===== config.mk =====
export PLATFORM = sky130hd
export DESIGN_NAME = ffca_ram
export DESIGN_NICKNAME = d
export VERILOG_FILES = /design/src/ffca_ram.sv
export SDC_FILE = /design/constraint.sdc
export NUM_CORES = 1
export LEC_CHECK = 0
export ABC_CLOCK_PERIOD_IN_PS = 2900
export BUFFER_PORTS_ARGS = -buffer_cell sky130_fd_sc_hd__buf_4
export CORE_AREA = 2 2 104 106
export DETAILED_ROUTE_END_ITERATION = 12
export DIE_AREA = 0 0 106 108
export GPL_TIMING_DRIVEN = 0
export PLACE_DENSITY = 0.79
export SYNTH_ARGS = -nofsm -noshare
export SYNTH_HDL_FRONTEND = slang
export SYNTH_SLANG_ARGS = --single-unit

===== constraint.sdc =====
create_clock -name clk -period 2.9 [get_ports clk]
set_clock_uncertainty 0.05 [all_clocks]
set_input_delay 0.145 -clock clk [delete_from_list [all_inputs] [get_ports clk]]
set_output_delay 0.145 -clock clk [all_outputs]
set_load 0.01 [all_outputs]

===== src/ffca_ram.sv =====
// Generic simple dual-port RAM with one write port and a registered read port.
module ffca_ram #(
	parameter int WIDTH = 8,
	parameter int DEPTH = 16
) (
	input  logic                     clk,
	input  logic                     wr_en,
	input  logic [$clog2(DEPTH)-1:0] wr_addr,
	input  logic [WIDTH-1:0]         wr_data,
	input  logic [$clog2(DEPTH)-1:0] rd_addr,
	output logic [WIDTH-1:0]         rd_data
);

	logic [WIDTH-1:0] mem [DEPTH];

	// Write and registered read in the same clock.
	always_ff @(posedge clk) begin
		if (wr_en) begin
			mem[wr_addr] <= wr_data;
		end
		rd_data <= mem[rd_addr];
	end

endmodule


==> results.json, run 1 <==
{
  "drive_gt1_share_pct": 27.6,
  "syn-cell-area_um2": 5150,
  "maxCapViolCount": 0,
  "synth_cell_types": 19,
  "clock-sinks": 136,
  "area_delta_synth_final_pct": 21.0,
  "finalPower_mw": 4.76,
  "worst_hold_startpoint": "wr_addr[0]",
  "postRouteAntennaNets": 0,
  "route.detailed.drc": 0,
  "power.density_nw_per_um2": 765,
  "finalSetupTns_ns": 0,
  "rr_endpoint": "rd_data[3]",
  "yosys_warnings": 0,
  "synth-edff-count": 128,
  "critPathArrivalTime_ns": 1.79,
  "synthFlopType": "edfxtp_1",
  "track_usage_pct": 19.1,
  "vias": 2434,
  "cts_setup_buffers": 0,
  "worstPathMaxFanout": 8,
  "whs_endpoint": "mem[8][2]",
  "reg2reg_depth": 3,
  "status": "complete, no violations",
  "drtIter0Drc": 339,
  "worstPathRequired_ns": 2.97,
  "dieArea_um2": 11400,
  "placeableCoreArea_um2": 10200,
  "gp_congestion": 0.723,
  "io_buffers": 24,
  "synth_area_per_cell_um2": 22.5,
  "leakage_nw": 2.11,
  "slew_headroom_pct": 14.4,
  "drt_wl_total_um": 9970,
  "antenna_found_initial": 0,
  "final_cell_mix": "128 x edfxtp_1, 26 x buf_4, 18 x mux4_2",
  "worst_hold_path.num_cells": 2,
  "crit_path_end_kind": "register",
  "start_util_pct": 50.3,
  "die_h_um": 108,
  "synth_nets": 247,
  "ys_seq_elements": 136,
  "avgViaCountPerCell": 5.66,
  "tritoncts": "built",
  "synth_cells": 229,
  "numCtsBuffers": 17,
  "r2r_start": "mem[5][3]",
  "hpwl_um": 6050,
  "worst_slew_pin_slew_ns": 1.27,
  "startpoint_type": "input pin",
  "rsz0062_at_grt": "no",
  "clock_latency_ns": 0.52,
  "postSynth.asyncResetShare_pct": 0,
  "yosysSeqAreaShare_pct": 77.8,
  "max-vdd-ir-drop_v": 0.000506,
  "clock.fmax_mhz": 581,
  "first_pass_iters": 4,
  "final_common_cell": "edfxtp_1",
  "clockBufferDepth": 2,
  "cts_root_buffer": "clkbuf_8",
  "path_class": "input pin to register",
  "cts.clk_slew.worst_paths_ns": 0.06,
  "timing.final.crit_share_pct": 59.3,
  "ctsHoldBuffers": 8,
  "setup_viol": 0,
  "post_drt_wl_per_cell_um": 23.2,
  "htreeDepth": 4,
  "hold_viol": 0,
  "first_global_vias": 2536,
  "ioPinCount": 26,
  "grt_overflow": 0,
  "hold_path_class": "input pin to register",
  "grt_pass1_wl_um": 15000,
  "fillers": 702,
  "n_antenna_cell": 0,
  "row_count": 37,
  "grt_max_degree": 17,
  "rrSetupSlack_ns": 1.47,
  "die_w_um": 106,
  "finalCriticalPeriod_ns": 1.72,
  "fin_util_pct": 60.9,
  "slew_viol_final": 0,
  "final_nets": 299,
  "cts_resized": 0
}
cell type report:
cell class                      count  area (um^2)  share of cell area, %
Buffer                             10         86.3                   1.39
Clock buffer                       23          447                   7.17
Clock inverter                      9          195                   3.13
Multi-Input combinational cell     83         1060                   17.0
Sequential cell                   136         4000                   64.3
Tap cell                          136          170                   2.73
Timing Repair Buffer               33          268                   4.30
cells by family after synthesis:
logic type	after synthesis	share of synthesized area [%]
DFF	136	77.8
and+or+nand+nor	35	3.18
muxes	32	15.0
AOI/OAI and AO/OA	16	2.33
buffers and inverters	10	1.68
routing by layer:
layer,vias to the layer above,wire length (um),global-route usage [%]
li1,1079,-,-
met1,1252,4090,26.3
met2,91,5020,29.7
met3,12,697,5.00
met4,0,163,7.71
met5,-,0,0
cells in the mapped netlist, drive strengths merged (2+ instances only):
cell type,number,area [um^2]
dfxtp,8,160
a22oi,16,120
nand2,9,33.8
nand3b,2,15.0
nor3,4,20.0
nor2,13,48.8
clkdlybuf4s25,3,30.0
edfxtp,128,3840
mux4,32,773
buf,7,56.3
nand2b,2,12.5
critical path: stages:
cell,delay (ns)
buf_4,0.12
or3b_2,0.53
nor3_1,0.99
report_power, final:
group	total [mW]	switching [mW]	internal, mW	leakage [nW]
Sequential	2.21	0.0116	2.20	1.22
Combinational	0.235	0.127	0.108	0.573
Clock	2.32	0.730	1.59	0.314
Total	4.76	0.869	3.89	2.11
registers in the layout (all words and copies together) (netlist names):
signal	cells
mem	128
rd_data	8
through the flow:
step                hold WS (ns)  cells  cell area (um^2)  worst slack [ns]
floorplan                  0.194    229              5150              1.21
global placement           0.407    389              5500             0.679
detailed placement         0.432    389              5500             0.670
CTS                       0.0586    429              6220              1.21
global route              0.0393    430              6230              1.09
finish                    0.0430    430              6230              1.18
worst max path at each step:
stage                from         to  slack [ns]  cells after the start
2_1_floorplan  wr_addr[2]  mem[0][0]        1.21                      2
3_3_place_gp   wr_addr[2]  mem[0][7]        0.68                      3
3_5_place_dp   wr_addr[2]  mem[0][7]        0.67                      3
4_1_cts        wr_addr[2]  mem[0][5]        1.21                      3
5_1_grt        wr_addr[2]  mem[0][2]        1.09                      3
6_report       wr_addr[2]  mem[0][5]        1.18                      3
Note: power is estimated with default switching activity, not from simulation.
==> run 2, diff against run 1 <==
--- a/config.mk
+++ b/config.mk
@@ -5,7 +5,7 @@
 export SDC_FILE = /design/constraint.sdc
 export NUM_CORES = 1
 export LEC_CHECK = 0
-export ABC_CLOCK_PERIOD_IN_PS = 2900
+export ABC_CLOCK_PERIOD_IN_PS = 1800
 export BUFFER_PORTS_ARGS = -buffer_cell sky130_fd_sc_hd__buf_4
 export CORE_AREA = 2 2 104 106
 export DETAILED_ROUTE_END_ITERATION = 12
==> constraint.sdc (replaced) <==
create_clock -name clk -period 1.8 [get_ports clk]
set_clock_uncertainty 0.05 [all_clocks]
set_input_delay 0.09 -clock clk [delete_from_list [all_inputs] [get_ports clk]]
set_output_delay 0.09 -clock clk [all_outputs]
set_load 0.01 [all_outputs]
==> run 2 against run 1 <==
Against the previous run: critical path depth did not move; critical path type unchanged; non-clock buffer count rose by 2; sequential power rose by 61%; sequential cell count did not move; global-route usage did not move.
==> results.json, run 2 (synthesis results as in run 1) <==
{
  "cp_top_family": "simple AND/OR/NAND/NOR gates",
  "maxCapViolCount": 0,
  "drt_wl_total_um": 9960,
  "setup_viol": 0,
  "tritoncts": "built",
  "first_global_vias": 2536,
  "cts.clk_slew.worst_paths_ns": 0.06,
  "ioPinCount": 26,
  "clock-sinks": 136,
  "drive_gt1_share_pct": 27.4,
  "post_drt_wl_per_cell_um": 23.1,
  "slowest_delay_ns": 0.98,
  "crit_chain": "buf_4, or3b_2, nor3_1",
  "power.density_nw_per_um2": 1230,
  "critPathArrivalTime_ns": 1.72,
  "grt_max_degree": 17,
  "area_delta_synth_final_pct": 21.4,
  "track_usage_pct": 19.1,
  "vias": 2436,
  "drtIter0Drc": 388,
  "numCtsBuffers": 17,
  "hold_viol": 0,
  "final_nets": 301,
  "hold_path_class": "input pin to register",
  "critPathBufInv": 1,
  "antenna_found_initial": 0,
  "status": "complete, no violations",
  "worst_slew_pin_slew_ns": 1.25,
  "top_register": "mem",
  "cts_root_buffer": "clkbuf_8",
  "placeableCoreArea_um2": 10200,
  "timing.final.crit_share_pct": 91.7,
  "gp_congestion": 0.723,
  "start_util_pct": 50.3,
  "finalPower_mw": 7.68,
  "die_h_um": 108,
  "worstPathRequired_ns": 1.87,
  "fillers": 700,
  "path_class": "input pin to register",
  "cpMaxStageDelayCell": "nor3_1",
  "htreeDepth": 4,
  "leakage_nw": 2.12,
  "first_pass_iters": 4,
  "clock.fmax_mhz": 606,
  "avgViaCountPerCell": 5.64,
  "grt_pass1_wl_um": 15000,
  "n_antenna_cell": 0,
  "crit_path_end_kind": "register",
  "finalCriticalPeriod_ns": 1.65,
  "reg_top3": "mem: 128 flops, rd_data: 8 flops",
  "startpoint_type": "input pin",
  "hold_ws_ns": 0.0294,
  "fin_util_pct": 61.1,
  "cts_setup_buffers": 0,
  "rsz0062_at_grt": "no",
  "rrSetupSlack_ns": 0.38,
  "slew_headroom_pct": 15.8,
  "die_w_um": 106,
  "hpwl_um": 6050,
  "route.detailed.drc": 0,
  "io_buffers": 24,
  "final_common_cell": "edfxtp_1",
  "max-vdd-ir-drop_v": 0.000815,
  "slew_viol_final": 0,
  "largest_register_ffs": 128,
  "clock_latency_ns": 0.51,
  "dieArea_um2": 11400,
  "worstPathMaxFanout": 8,
  "grt_overflow": 0,
  "row_count": 37,
  "postRouteAntennaNets": 0,
  "clockBufferDepth": 2,
  "final_cell_mix": "128 x edfxtp_1, 26 x buf_4, 18 x mux4_2"
}
[run 2: timing repair]
action,4_1_cts,5_1_grt
endpoints found under the hold margin,128,4
hold buffers,8,2
resized for setup,0,0
[run 2: final cells by class]
cell class / instances / area (um^2) / share of cell area [%]
sequential: 136 / 4000 / 64.1
multi-input combinational: 83 / 1060 / 16.9
clock buffer: 23 / 447 / 7.15
timing repair buffer: 35 / 288 / 4.61
clock inverter: 9 / 195 / 3.12
tap: 136 / 170 / 2.72
buffer: 10 / 86.3 / 1.38
[run 2: metrics by stage]
stage               TNS [ns]  cells  setup WS (ns)  area, um^2
global route               0    432         0.0443        6250
CTS                        0    429          0.160        6220
detailed placement     -5.36    389         -0.375        5500
global placement       -3.81    389         -0.366        5500
finish                     0    432          0.150        6250
floorplan                  0    229          0.167        5150
[run 2: path summary, 6_finish.rpt]
kind	depth (start not counted)	from	end
worst min register to register	3	mem[11][3]	rd_data[3]
worst min-delay path	4	rd_addr[1]	rd_data[0]
worst max-delay path	3	wr_addr[2]	mem[0][3]
worst max register to register	3	mem[5][3]	rd_data[3]
[run 2: report_power, final]
part	leakage [nW]	switching, mW	total [mW]	internal [mW]
registers	1.22	0.0186	3.56	3.54
clock network	0.314	1.18	3.74	2.56
logic	0.582	0.205	0.381	0.177
[run 2: worst reg2reg max path, cell delays in order, from the launching register on]
cell,delay [ns]
edfxtp_1,0.36
mux4_1,0.55
a22oi_1,0.25
nand2_1,0.08
[run 2: metal layers]
layer	wire length [um]	vias up	track usage, %	share of wire (%)
met4	154	0	7.71	1.5
met3	896	12	5.00	9.0
li1	-	1084	-	-
met1	3970	1227	26.3	40
met5	0	-	0	0
met2	4940	113	29.7	50
